## src/rtl/core/lrm_pkg.sv

```systemverilog
// Shared types and constants for the linear resample mixer.
// Depends on nothing; every module of the block imports it.
`default_nettype none

package lrm_pkg;

    localparam int RATE_W = 18;
    localparam int GAIN_W = 11;
    localparam int IDX_W  = 32;
    localparam int SAMP_W = 16;
    localparam int CFG_W  = 32;
    localparam int CFG_IDX_W = 3;

    // Source sample rate of the track, and the floor applied to the output rate.
    localparam int INPUT_RATE = 44100;
    localparam int MIN_RATE   = INPUT_RATE / 4;

    localparam logic signed [SAMP_W-1:0] SAMP_MAX = 16'sh7FFF;
    localparam logic signed [SAMP_W-1:0] SAMP_MIN = 16'sh8000;

    localparam logic [CFG_IDX_W-1:0] CFG_OUTPUT_RATE  = 3'd0;
    localparam logic [CFG_IDX_W-1:0] CFG_GAIN         = 3'd1;
    localparam logic [CFG_IDX_W-1:0] CFG_TRACK_FRAMES = 3'd2;
    localparam logic [CFG_IDX_W-1:0] CFG_LOOP_START   = 3'd3;
    localparam logic [CFG_IDX_W-1:0] CFG_LOOP_ENABLE  = 3'd4;

    typedef enum logic [1:0] {
        KIND_START = 2'd0,
        KIND_FRAME = 2'd1,
        KIND_TICK  = 2'd2,
        KIND_STOP  = 2'd3
    } t_kind;

    typedef enum logic [3:0] {
        S_IDLE,
        S_EXEC,
        S_PHCLAMP,
        S_WEIGHT,
        S_MUL0,
        S_MUL1,
        S_ACC,
        S_ABS,
        S_DIV,
        S_GAIN,
        S_SCALE,
        S_MIX,
        S_PHSTEP0,
        S_PHSTEP,
        S_PREP,
        S_DONE
    } t_state;

    typedef struct packed {
        logic              ge;
        logic [RATE_W:0]   diff;
    } t_csub_res;

endpackage

`default_nettype wire

```

## src/rtl/core/lrm_csub.sv

```systemverilog
// Shared compare-subtract unit: one step of the divider, phase wrap and clamps.
// Depends on lrm_pkg.
`default_nettype none

module lrm_csub (
    input  wire logic [lrm_pkg::RATE_W:0]   i_x,
    input  wire logic [lrm_pkg::RATE_W-1:0] i_d,
    output lrm_pkg::t_csub_res              o_res
);
    import lrm_pkg::*;

    logic [RATE_W:0] w_d;

    assign w_d        = {1'b0, i_d};
    assign o_res.ge   = (i_x >= w_d);
    assign o_res.diff = i_x - w_d;

endmodule

`default_nettype wire

```

## src/rtl/core/lrm_mul.sv

```systemverilog
// Shared registered multiplier: signed sample times unsigned weight or gain.
// Depends on lrm_pkg.
`default_nettype none

module lrm_mul (
    input  wire logic                            i_clk,
    input  wire logic signed [lrm_pkg::SAMP_W:0] i_a,
    input  wire logic [lrm_pkg::RATE_W-1:0]      i_b,
    output logic signed [35:0]                   o_p
);
    import lrm_pkg::*;

    logic signed [35:0] r_p;

    always_ff @(posedge i_clk) begin
        r_p <= i_a * $signed({1'b0, i_b});
    end

    assign o_p = r_p;

endmodule

`default_nettype wire

```

## src/rtl/core/linear_resample_mixer.sv

```systemverilog
// Top level of the linear resample mixer: sequencer, track state and output register.
// Depends on lrm_pkg, lrm_mul and lrm_csub.
//
//  channel   direction  handshake                 payload
//  input     in         i_valid / o_stall         i_kind, i_left, i_right
//  result    out        o_valid / i_stall         o_out_left .. o_misuse
//  config    in         i_cfg_we                  i_cfg_idx, i_cfg_data
//
// Start and accepted frame beats go through the execute, prepare and done states;
// stop, refused frames and pass-through ticks go from execute straight to done.
// In a mixing tick each channel runs a 16-step restoring divide on the shared compare-subtract
// unit, and the phase then wraps one rate period per cycle.
// Reset is synchronous and active low; it stops playback and restores register defaults.
// A new beat is accepted while a finished result still waits in the output register;
// the next result is held back only until that register is taken.
`default_nettype none

module linear_resample_mixer (
    input  wire logic                                i_clk,
    input  wire logic                                i_rst_n,
    input  wire logic                                i_valid,
    output logic                                     o_stall,
    input  wire logic [1:0]                          i_kind,
    input  wire logic signed [lrm_pkg::SAMP_W-1:0]   i_left,
    input  wire logic signed [lrm_pkg::SAMP_W-1:0]   i_right,
    output logic                                     o_valid,
    input  wire logic                                i_stall,
    output logic signed [lrm_pkg::SAMP_W-1:0]        o_out_left,
    output logic signed [lrm_pkg::SAMP_W-1:0]        o_out_right,
    output logic                                     o_fetch_valid,
    output logic [lrm_pkg::IDX_W-1:0]                o_fetch_index,
    output logic                                     o_active,
    output logic                                     o_misuse,
    input  wire logic                                i_cfg_we,
    input  wire logic [lrm_pkg::CFG_IDX_W-1:0]       i_cfg_idx,
    input  wire logic [lrm_pkg::CFG_W-1:0]           i_cfg_data
);
    import lrm_pkg::*;

    // Configuration registers.
    logic [RATE_W-1:0] r_output_rate;
    logic [GAIN_W-1:0] r_gain;
    logic [IDX_W-1:0]  r_track_frames;
    logic [IDX_W-1:0]  r_loop_start;
    logic              r_loop_en;

    // Playback state.
    logic signed [SAMP_W-1:0] r_cur_l, r_cur_r, r_nxt_l, r_nxt_r;
    logic [RATE_W-1:0]        r_phase;
    logic [IDX_W-1:0]         r_frame_idx;
    logic                     r_running;
    logic [2:0]               r_owed;

    // Work registers of the sequencer.
    t_state                   r_state, n_state;
    t_kind                    r_kind;
    logic signed [SAMP_W-1:0] r_mix_l, r_mix_r;
    logic signed [SAMP_W-1:0] r_res_l, r_res_r;
    logic                     r_misuse;
    logic [RATE_W-1:0]        r_rate;
    logic [RATE_W-1:0]        r_ph;
    logic [RATE_W-1:0]        r_w0;
    logic signed [35:0]       r_acc;
    logic [RATE_W:0]          r_rem;
    logic [SAMP_W-1:0]        r_lo;
    logic                     r_neg;
    logic [3:0]               r_cnt;
    logic                     r_chan;

    // Output register.
    logic                     r_out_valid;
    logic signed [SAMP_W-1:0] r_out_l, r_out_r;
    logic                     r_out_fv;
    logic [IDX_W-1:0]         r_out_idx;
    logic                     r_out_active;
    logic                     r_out_misuse;

    // Shared units.
    logic [RATE_W:0]          w_cs_x;
    logic [RATE_W-1:0]        w_cs_d;
    t_csub_res                w_cs;
    logic signed [SAMP_W:0]   w_mul_a;
    logic [RATE_W-1:0]        w_mul_b;
    logic signed [35:0]       w_mul_p;

    logic                     w_accept;
    logic                     w_load;
    logic [35:0]              w_mag;
    logic [SAMP_W:0]          w_q;
    logic signed [SAMP_W:0]   w_interp;
    logic signed [35:0]       w_p_adj;
    logic signed [SAMP_W-1:0] w_mix;
    logic signed [19:0]       w_sum;
    logic signed [SAMP_W-1:0] w_sat;
    logic                     w_fv;

    lrm_csub u_csub (
        .i_x   (w_cs_x),
        .i_d   (w_cs_d),
        .o_res (w_cs)
    );

    lrm_mul u_mul (
        .i_clk (i_clk),
        .i_a   (w_mul_a),
        .i_b   (w_mul_b),
        .o_p   (w_mul_p)
    );

    assign o_stall  = !i_rst_n || (r_state != S_IDLE);
    assign w_accept = i_valid && !o_stall;
    assign w_load   = (r_state == S_DONE) && (!r_out_valid || !i_stall);

    // Operand selection for the shared units.
    always_comb begin
        w_cs_x  = '0;
        w_cs_d  = r_rate;
        w_mul_a = '0;
        w_mul_b = '0;
        case (r_state)
            S_PHCLAMP: w_cs_x = {1'b0, r_phase};
            S_WEIGHT: begin
                w_cs_x = {1'b0, r_rate};
                w_cs_d = r_ph;
            end
            S_DIV:    w_cs_x = {r_rem[RATE_W-1:0], r_lo[SAMP_W-1]};
            S_PHSTEP: w_cs_x = r_rem;
            S_MUL0: begin
                w_mul_a = r_chan ? {r_cur_r[SAMP_W-1], r_cur_r} : {r_cur_l[SAMP_W-1], r_cur_l};
                w_mul_b = r_w0;
            end
            S_MUL1: begin
                w_mul_a = r_chan ? {r_nxt_r[SAMP_W-1], r_nxt_r} : {r_nxt_l[SAMP_W-1], r_nxt_l};
                w_mul_b = r_ph;
            end
            S_GAIN: begin
                w_mul_a = w_interp;
                w_mul_b = {{(RATE_W-GAIN_W){1'b0}}, r_gain};
            end
            default: ;
        endcase
    end

    assign w_mag    = r_acc[35] ? 36'(-r_acc) : r_acc;
    assign w_q      = {1'b0, r_lo};
    assign w_interp = r_neg ? (17'sd0 - $signed(w_q)) : $signed(w_q);
    // Division by 256 truncates toward zero, so negative products are biased first.
    assign w_p_adj  = w_mul_p + (w_mul_p[35] ? 36'sd255 : 36'sd0);
    assign w_mix    = r_chan ? r_mix_r : r_mix_l;
    assign w_sum    = $signed({{4{w_mix[SAMP_W-1]}}, w_mix}) + $signed(r_acc[19:0]);

    always_comb begin
        if (w_sum > 20'sd32767) begin
            w_sat = SAMP_MAX;
        end else if (w_sum < -20'sd32768) begin
            w_sat = SAMP_MIN;
        end else begin
            w_sat = w_sum[SAMP_W-1:0];
        end
    end

    assign w_fv = r_running && (r_owed != 3'd0);

    // Next-state logic of the sequencer.
    always_comb begin
        n_state = r_state;
        case (r_state)
            S_IDLE: begin
                if (w_accept) begin
                    n_state = S_EXEC;
                end
            end
            S_EXEC: begin
                case (r_kind)
                    KIND_START: n_state = S_PREP;
                    KIND_FRAME: n_state = (r_running && r_owed != 3'd0) ? S_PREP : S_DONE;
                    KIND_TICK:  n_state = (r_running && r_owed == 3'd0) ? S_PHCLAMP : S_DONE;
                    default:    n_state = S_DONE;
                endcase
            end
            S_PHCLAMP: n_state = S_WEIGHT;
            S_WEIGHT:  n_state = S_MUL0;
            S_MUL0:    n_state = S_MUL1;
            S_MUL1:    n_state = S_ACC;
            S_ACC:     n_state = S_ABS;
            S_ABS:     n_state = S_DIV;
            S_DIV: begin
                if (r_cnt == 4'd15) begin
                    n_state = S_GAIN;
                end
            end
            S_GAIN:    n_state = S_SCALE;
            S_SCALE:   n_state = S_MIX;
            S_MIX:     n_state = r_chan ? S_PHSTEP0 : S_MUL0;
            S_PHSTEP0: n_state = S_PHSTEP;
            S_PHSTEP: begin
                if (!w_cs.ge) begin
                    n_state = S_PREP;
                end
            end
            S_PREP:    n_state = S_DONE;
            S_DONE: begin
                if (w_load) begin
                    n_state = S_IDLE;
                end
            end
            default:   n_state = S_IDLE;
        endcase
    end

    always_ff @(posedge i_clk) begin
        if (!i_rst_n) begin
            r_state <= S_IDLE;
        end else begin
            r_state <= n_state;
        end
    end

    // Configuration registers.
    always_ff @(posedge i_clk) begin
        if (!i_rst_n) begin
            r_output_rate  <= 18'd48000;
            r_gain         <= 11'd256;
            r_track_frames <= '0;
            r_loop_start   <= '0;
            r_loop_en      <= 1'b0;
        end else if (i_cfg_we) begin
            case (i_cfg_idx)
                CFG_OUTPUT_RATE:  r_output_rate  <= i_cfg_data[RATE_W-1:0];
                CFG_GAIN:         r_gain         <= i_cfg_data[GAIN_W-1:0];
                CFG_TRACK_FRAMES: r_track_frames <= i_cfg_data[IDX_W-1:0];
                CFG_LOOP_START:   r_loop_start   <= i_cfg_data[IDX_W-1:0];
                CFG_LOOP_ENABLE:  r_loop_en      <= i_cfg_data[0];
                default: ;
            endcase
        end
    end

    // Playback state.
    always_ff @(posedge i_clk) begin
        if (!i_rst_n) begin
            r_cur_l     <= '0;
            r_cur_r     <= '0;
            r_nxt_l     <= '0;
            r_nxt_r     <= '0;
            r_phase     <= '0;
            r_frame_idx <= '0;
            r_running   <= 1'b0;
            r_owed      <= '0;
        end else begin
            case (r_state)
                S_EXEC: begin
                    case (r_kind)
                        KIND_START, KIND_STOP: begin
                            r_cur_l     <= '0;
                            r_cur_r     <= '0;
                            r_nxt_l     <= '0;
                            r_nxt_r     <= '0;
                            r_phase     <= '0;
                            r_frame_idx <= '0;
                            r_running   <= (r_kind == KIND_START);
                            r_owed      <= (r_kind == KIND_START) ? 3'd2 : 3'd0;
                        end
                        KIND_FRAME: begin
                            if (r_running && r_owed != 3'd0) begin
                                r_cur_l     <= r_nxt_l;
                                r_cur_r     <= r_nxt_r;
                                r_nxt_l     <= r_mix_l;
                                r_nxt_r     <= r_mix_r;
                                r_frame_idx <= r_frame_idx + 32'd1;
                                r_owed      <= r_owed - 3'd1;
                            end
                        end
                        default: ;
                    endcase
                end
                S_PHSTEP0: r_owed <= '0;
                S_PHSTEP: begin
                    if (w_cs.ge) begin
                        r_owed <= r_owed + 3'd1;
                    end else begin
                        r_phase <= r_rem[RATE_W-1:0];
                    end
                end
                S_PREP: begin
                    // Wrap to the loop point or end playback at the track end.
                    if (w_fv && r_frame_idx >= r_track_frames) begin
                        if (r_loop_en && r_loop_start < r_track_frames) begin
                            r_frame_idx <= r_loop_start;
                        end else begin
                            r_running <= 1'b0;
                            r_owed    <= '0;
                        end
                    end
                end
                default: ;
            endcase
        end
    end

    // Datapath work registers.
    always_ff @(posedge i_clk) begin
        case (r_state)
            S_IDLE: begin
                if (w_accept) begin
                    r_kind   <= t_kind'(i_kind);
                    r_mix_l  <= i_left;
                    r_mix_r  <= i_right;
                    r_res_l  <= '0;
                    r_res_r  <= '0;
                    r_misuse <= 1'b0;
                end
            end
            S_EXEC: begin
                r_chan <= 1'b0;
                r_rate <= (r_output_rate < RATE_W'(MIN_RATE)) ? RATE_W'(MIN_RATE)
                                                              : r_output_rate;
                case (r_kind)
                    KIND_FRAME: begin
                        if (!r_running || r_owed == 3'd0) begin
                            r_misuse <= 1'b1;
                        end
                    end
                    KIND_TICK: begin
                        if (!r_running || r_owed != 3'd0) begin
                            r_res_l  <= r_mix_l;
                            r_res_r  <= r_mix_r;
                            r_misuse <= r_running;
                        end
                    end
                    default: ;
                endcase
            end
            // A phase left at or above a lowered rate is pulled back to rate - 1.
            S_PHCLAMP: r_ph <= w_cs.ge ? (r_rate - 18'd1) : r_phase;
            S_WEIGHT:  r_w0 <= w_cs.diff[RATE_W-1:0];
            S_MUL1:    r_acc <= w_mul_p;
            S_ACC:     r_acc <= r_acc + w_mul_p;
            S_ABS: begin
                // The quotient fits in 16 bits, so the upper dividend bits start below the rate.
                r_neg <= r_acc[35];
                r_rem <= w_mag[34:16];
                r_lo  <= w_mag[15:0];
                r_cnt <= '0;
            end
            S_DIV: begin
                r_rem <= w_cs.ge ? w_cs.diff : w_cs_x;
                r_lo  <= {r_lo[SAMP_W-2:0], w_cs.ge};
                r_cnt <= r_cnt + 4'd1;
            end
            S_SCALE:   r_acc <= w_p_adj >>> 8;
            S_MIX: begin
                if (r_chan) begin
                    r_res_r <= w_sat;
                end else begin
                    r_res_l <= w_sat;
                end
                r_chan <= 1'b1;
            end
            S_PHSTEP0: r_rem <= {1'b0, r_ph} + (RATE_W+1)'(INPUT_RATE);
            S_PHSTEP: begin
                if (w_cs.ge) begin
                    r_rem <= w_cs.diff;
                end
            end
            default: ;
        endcase
    end

    // Output register.
    always_ff @(posedge i_clk) begin
        if (!i_rst_n) begin
            r_out_valid <= 1'b0;
        end else if (w_load) begin
            r_out_valid <= 1'b1;
        end else if (!i_stall) begin
            r_out_valid <= 1'b0;
        end
    end

    always_ff @(posedge i_clk) begin
        if (w_load) begin
            r_out_l      <= r_res_l;
            r_out_r      <= r_res_r;
            r_out_fv     <= w_fv;
            r_out_idx    <= w_fv ? r_frame_idx : '0;
            r_out_active <= r_running;
            r_out_misuse <= r_misuse;
        end
    end

    assign o_valid       = r_out_valid;
    assign o_out_left    = r_out_l;
    assign o_out_right   = r_out_r;
    assign o_fetch_valid = r_out_fv;
    assign o_fetch_index = r_out_idx;
    assign o_active      = r_out_active;
    assign o_misuse      = r_out_misuse;

    // Frames can only be owed while the track is playing.
    a_owed_running: assert property (@(posedge i_clk) disable iff (!i_rst_n)
        (r_owed != 3'd0) |-> r_running)
        else $error("frames owed while stopped");

    // The divider remainder never reaches the divisor.
    a_rem_below_rate: assert property (@(posedge i_clk) disable iff (!i_rst_n)
        (r_state == S_DIV) |-> (r_rem < {1'b0, r_rate}))
        else $error("divider remainder out of range");

    // The divide runs exactly sixteen steps before the gain multiply.
    a_div_length: assert property (@(posedge i_clk) disable iff (!i_rst_n)
        (r_state == S_DIV && r_cnt == 4'd15) |=> (r_state == S_GAIN))
        else $error("divide did not finish after sixteen steps");

    // A fetch request only goes out while playback is active.
    a_fetch_active: assert property (@(posedge i_clk) disable iff (!i_rst_n)
        (o_valid && o_fetch_valid) |-> o_active)
        else $error("fetch requested while stopped");

    // Loading a result always finds the output register free or being drained.
    a_no_overwrite: assert property (@(posedge i_clk) disable iff (!i_rst_n)
        (r_state == S_DONE && r_out_valid && i_stall) |=> (r_state == S_DONE))
        else $error("result loaded over a stalled beat");

endmodule

`default_nettype wire

```

## config.mk

```make
export PLATFORM = sky130hd
export DESIGN_NAME = linear_resample_mixer
export DESIGN_NICKNAME = d
export VERILOG_FILES = /design/src/rtl/core/lrm_pkg.sv /design/src/rtl/core/lrm_csub.sv /design/src/rtl/core/lrm_mul.sv /design/src/rtl/core/linear_resample_mixer.sv
export SDC_FILE = /design/constraint.sdc
export NUM_CORES = 2
export LEC_CHECK = 0
export CAP_MARGIN = 5
export CORE_MARGIN = 4
export CORE_UTILIZATION = 60
export CTS_CLUSTER_SIZE = 25
export DETAILED_ROUTE_END_ITERATION = 6
export DONT_BUFFER_PORTS = 1
export PLACE_DENSITY = 0.76
export SLEW_MARGIN = 15
export SYNTH_ARGS = -nofsm -noshare
export SYNTH_HDL_FRONTEND = slang
export SYNTH_SLANG_ARGS = --single-unit
```

## constraint.sdc

```tcl
create_clock -name i_clk -period 12.8 [get_ports i_clk]
set_input_delay 1.92 -clock i_clk [delete_from_list [all_inputs] [get_ports i_clk]]
set_output_delay 1.92 -clock i_clk [all_outputs]
set_load 0.05 [all_outputs]
```

==> results.cfg <==
[die]
io_pins = 143
core-area_mm2 = 0.0632
start_util_pct = 60.8
die_h_um = 261
rows = 92
fp.dieW_um = 261
die-area_mm2 = 0.0681

[place]
port_buffers = 0
gp_congestion = 0.967
hpwlAfterDp_um = 84200
postPlaceCellArea_mm2 = 0.0392
dp_cells = 4916

[worst_setup_path]
start_kind = register
r2r_start = r_state[2]
rr_endpoint = u_mul.o_p[31]
crit_arrival_ns = 9.59
cpPeakStageDelay_ns = 1.11
cpMostUsedCell = fa_1
regToRegSetupSlack_ns = 3.76
critPathCaptureType = register
reg2regPathDepth = 22
crit_chain = inv_1 -> nor2_1 -> nand2_1 -> o221ai_1 -> nand2_1 -> fa_1 -> inv_1 -> fa_1 -> fa_1 -> fa_1 -> fa_1 -> inv_1 -> fa_1 -> inv_1 -> ha_1 -> a21oi_1 -> a32oi_1 -> o311ai_0 -> nor2b_1 -> o21ai_0 -> a21oi_1 -> xnor2_1
crit_path_top_delay_cell = o221ai_1
cp_data_required_time_ns = 13.35
crit_fanout = 24
critPathKind = reg -> reg

[timing]
final.setup.tns_ns = 0
hold_viol = 0
grt_setup_unrepaired = false
timing.final.crit_period_ns = 9.04
relSlewSlack_pct = 24.3
finalMaxSlewViolations = 0
finClkSkew_ns = 0.0249
setup_viol = 0
fmax_mhz = 111
worst-slew-pin-transition_ns = 1.14
fin_crit_sh_pct = 70.7

[worst_hold_path]
hp-class = reg -> reg
whs_endpoint = o_misuse
min_path_cells = 0
hold_path.startpoint = r_misuse

[routing]
drtAntennaViolNets = 0
drtIter0Drc = 3401
route.detailed.drc = 11
wl_per_cell_um = 22.3
wl_um = 112000
via_count = 31700
drtPass1Iterations = 7
viasPerCell = 6.32

[logic_synthesis]
synth_edf_count = 265
netlist_instances = 4216
synth_top_area_cell = edfxtp_1
synth.distinct_cells = 75
muxShareOfSynthArea_pct = 2.32
yosys_warnings = 0
synthSimpleGateAreaFrac_pct = 15.9
synthAdderAreaFrac_pct = 21.8
synth_top_family_by_area = adder cells
synth_fp_nets = 4815
avgSynthCellArea_um2 = 9.11
synth_ff_type = edfxtp_1
synth-seq-cells = 518
ys_seq_area_share_pct = 33.9
synth-compound-area-share_pct = 15.7
synth_area_mm2 = 0.0384
synth_top_cell_area_share_pct = 20.7
synth_xor_area_share_pct = 4.76
synth_area_leaders = edfxtp_1 (21%), dfxtp_1 (13%), fa_1 (13%)
async_flop_share_pct = 0

[final_layout]
postLayoutCoreUtil_pct = 65.1
fill_cells = 5194
final_nets = 4727
area_delta_synth_final_pct = 7.14
mostFrequentLayoutCell = nand2_1
fin_cells = 5023
fin_area_mm2 = 0.0412
multi_input_area_mm2 = 0.0233
drive_above_1_share_pct = 5.46
mostFrequentLayoutCells = nand2_1 (580), nor2_1 (427), inv_1 (376), ha_1 (283), a21oi_1 (276)
regArea_mm2 = 0.0130

[pwr]
irDropWorstVdd_mv = 0.126
p_per_area_mw_per_mm2 = 138
leakagePower_nw = 17.0
power_w = 0.00569

[run_status]
status = finished, violations left
violations = design-rule violations

[cts]
hold_buffers = 0
root_buffer = clkbuf_16
clk_pin_slew_ns = 0.06
clockBufferDepth = 3
cts_buffers = 56
cts_tree = yes
cts_sinks = 518
post_cts_buffers = 0
clk_latency_ns = 0.62
ctsResizeCount = 0
cts_max_level = 2

[global_routing]
gr-total-overflow = 0
grt_max_degree = 78
grt_pass1_wl_um = 174000
antenna_found_initial = 0
track_usage_pct = 32.5
grt_pass1_vias = 30800

[run]
drv_cap = 0
## state kept, by name, summed over array words and instances, names as in the netlist, 18 cells and up
name / cells
r_rem: 19
r_phase: 18
r_output_rate: 18
r_ph: 18
r_w0: 18
r_frame_idx: 32
r_loop_start: 32
r_acc: 36
r_rate: 18
o_fetch_index: 32
r_track_frames: 32
u_mul.o_p: 36
## area by class of cell
cell class / instances / area share (%)
diodes: 2 / 0.0122
inverters: 379 / 3.47
clock buffers: 77 / 3.96
clock inverters: 28 / 0.717
flip-flops and latches: 518 / 31.6
multi-input cells: 3123 / 56.7
well taps: 846 / 2.57
repair buffers: 50 / 0.912
## cell families (layout without fill, tap and decap cells)
| kind of cell | after synthesis | after routing |
|---|---|---|
| simple gates | 1388 | 1388 |
| compound gates | 915 | 915 |
| buf+inv | 575 | 534 |
| fa+ha+maj | 525 | 525 |
| flops | 518 | 518 |
| xor+xnor | 209 | 209 |
| mux | 86 | 86 |
| other cells | 0 | 2 |
## worst max-delay path by stage
stage | start | to | cells after the start
after detailed placement | r_state[2] | u_mul.o_p[31] | 22
after floorplan | r_lo[6] | u_mul.o_p[26] | 24
final | r_state[2] | u_mul.o_p[31] | 22
after CTS | r_state[2] | u_mul.o_p[31] | 22
after global placement | r_state[2] | u_mul.o_p[31] | 22
after global routing | r_state[2] | u_mul.o_p[26] | 22
## synthesized netlist by cell type (all sizes together), types with 21 or more instances
master	count
mux2i	61
o21a	22
nand3	82
a211oi	39
nand2b	27
nor2	434
ha	283
a221o	36
a22oi	103
or3	22
nand2	581
xnor2	106
nand4	32
a21oi	279
edfxtp	265
o21ai	159
a222oi	21
xor2	103
mux2	25
o31ai	29
o221ai	26
inv	377
clkbuf	183
or2	25
a21o	45
dfxtp	253
and2	53
nor3	35
fa	242
nor2b	26
## report_power, final
group          total [W]  switching, W  internal [W]
Sequential       0.00228      0.000237       0.00205
Clock            0.00170      0.000701      0.000996
Combinational    0.00171       0.00112      0.000591
Total            0.00569       0.00206       0.00363
## layer usage
| metal | part of all wire (%) | GRT usage (%) | vias to the layer above |
|---|---|---|---|
| met5 | 0 | 0 | - |
| met4 | 4.6 | 12.9 | 0 |
| met3 | 8.6 | 5.43 | 307 |
| met2 | 46 | 53.3 | 1500 |
| met1 | 40 | 43.4 | 15500 |
| li1 | - | - | 14500 |
## metrics by stage
stage	setup WS, ns	hold WS [ns]
5_1_grt	3.25	0.427
3_5_place_dp	3.99	0.405
4_1_cts	3.91	0.412
3_3_place_gp	4.11	0.401
2_1_floorplan	4.96	0.400
6_report	3.76	0.410
## worst max-delay path: cells and delay by family, from the launching register on
kind	cells	cell delay (ns)
and+or+nand+nor	4	1.47
DFF	1	0.70
buffers and inverters	4	0.37
xor gates and xnor gates	1	0.13
AOI/OAI and AO/OA	6	2.68
adders and majority gates	7	3.59
No activity file was read; power rests on OpenSTA's default activity.
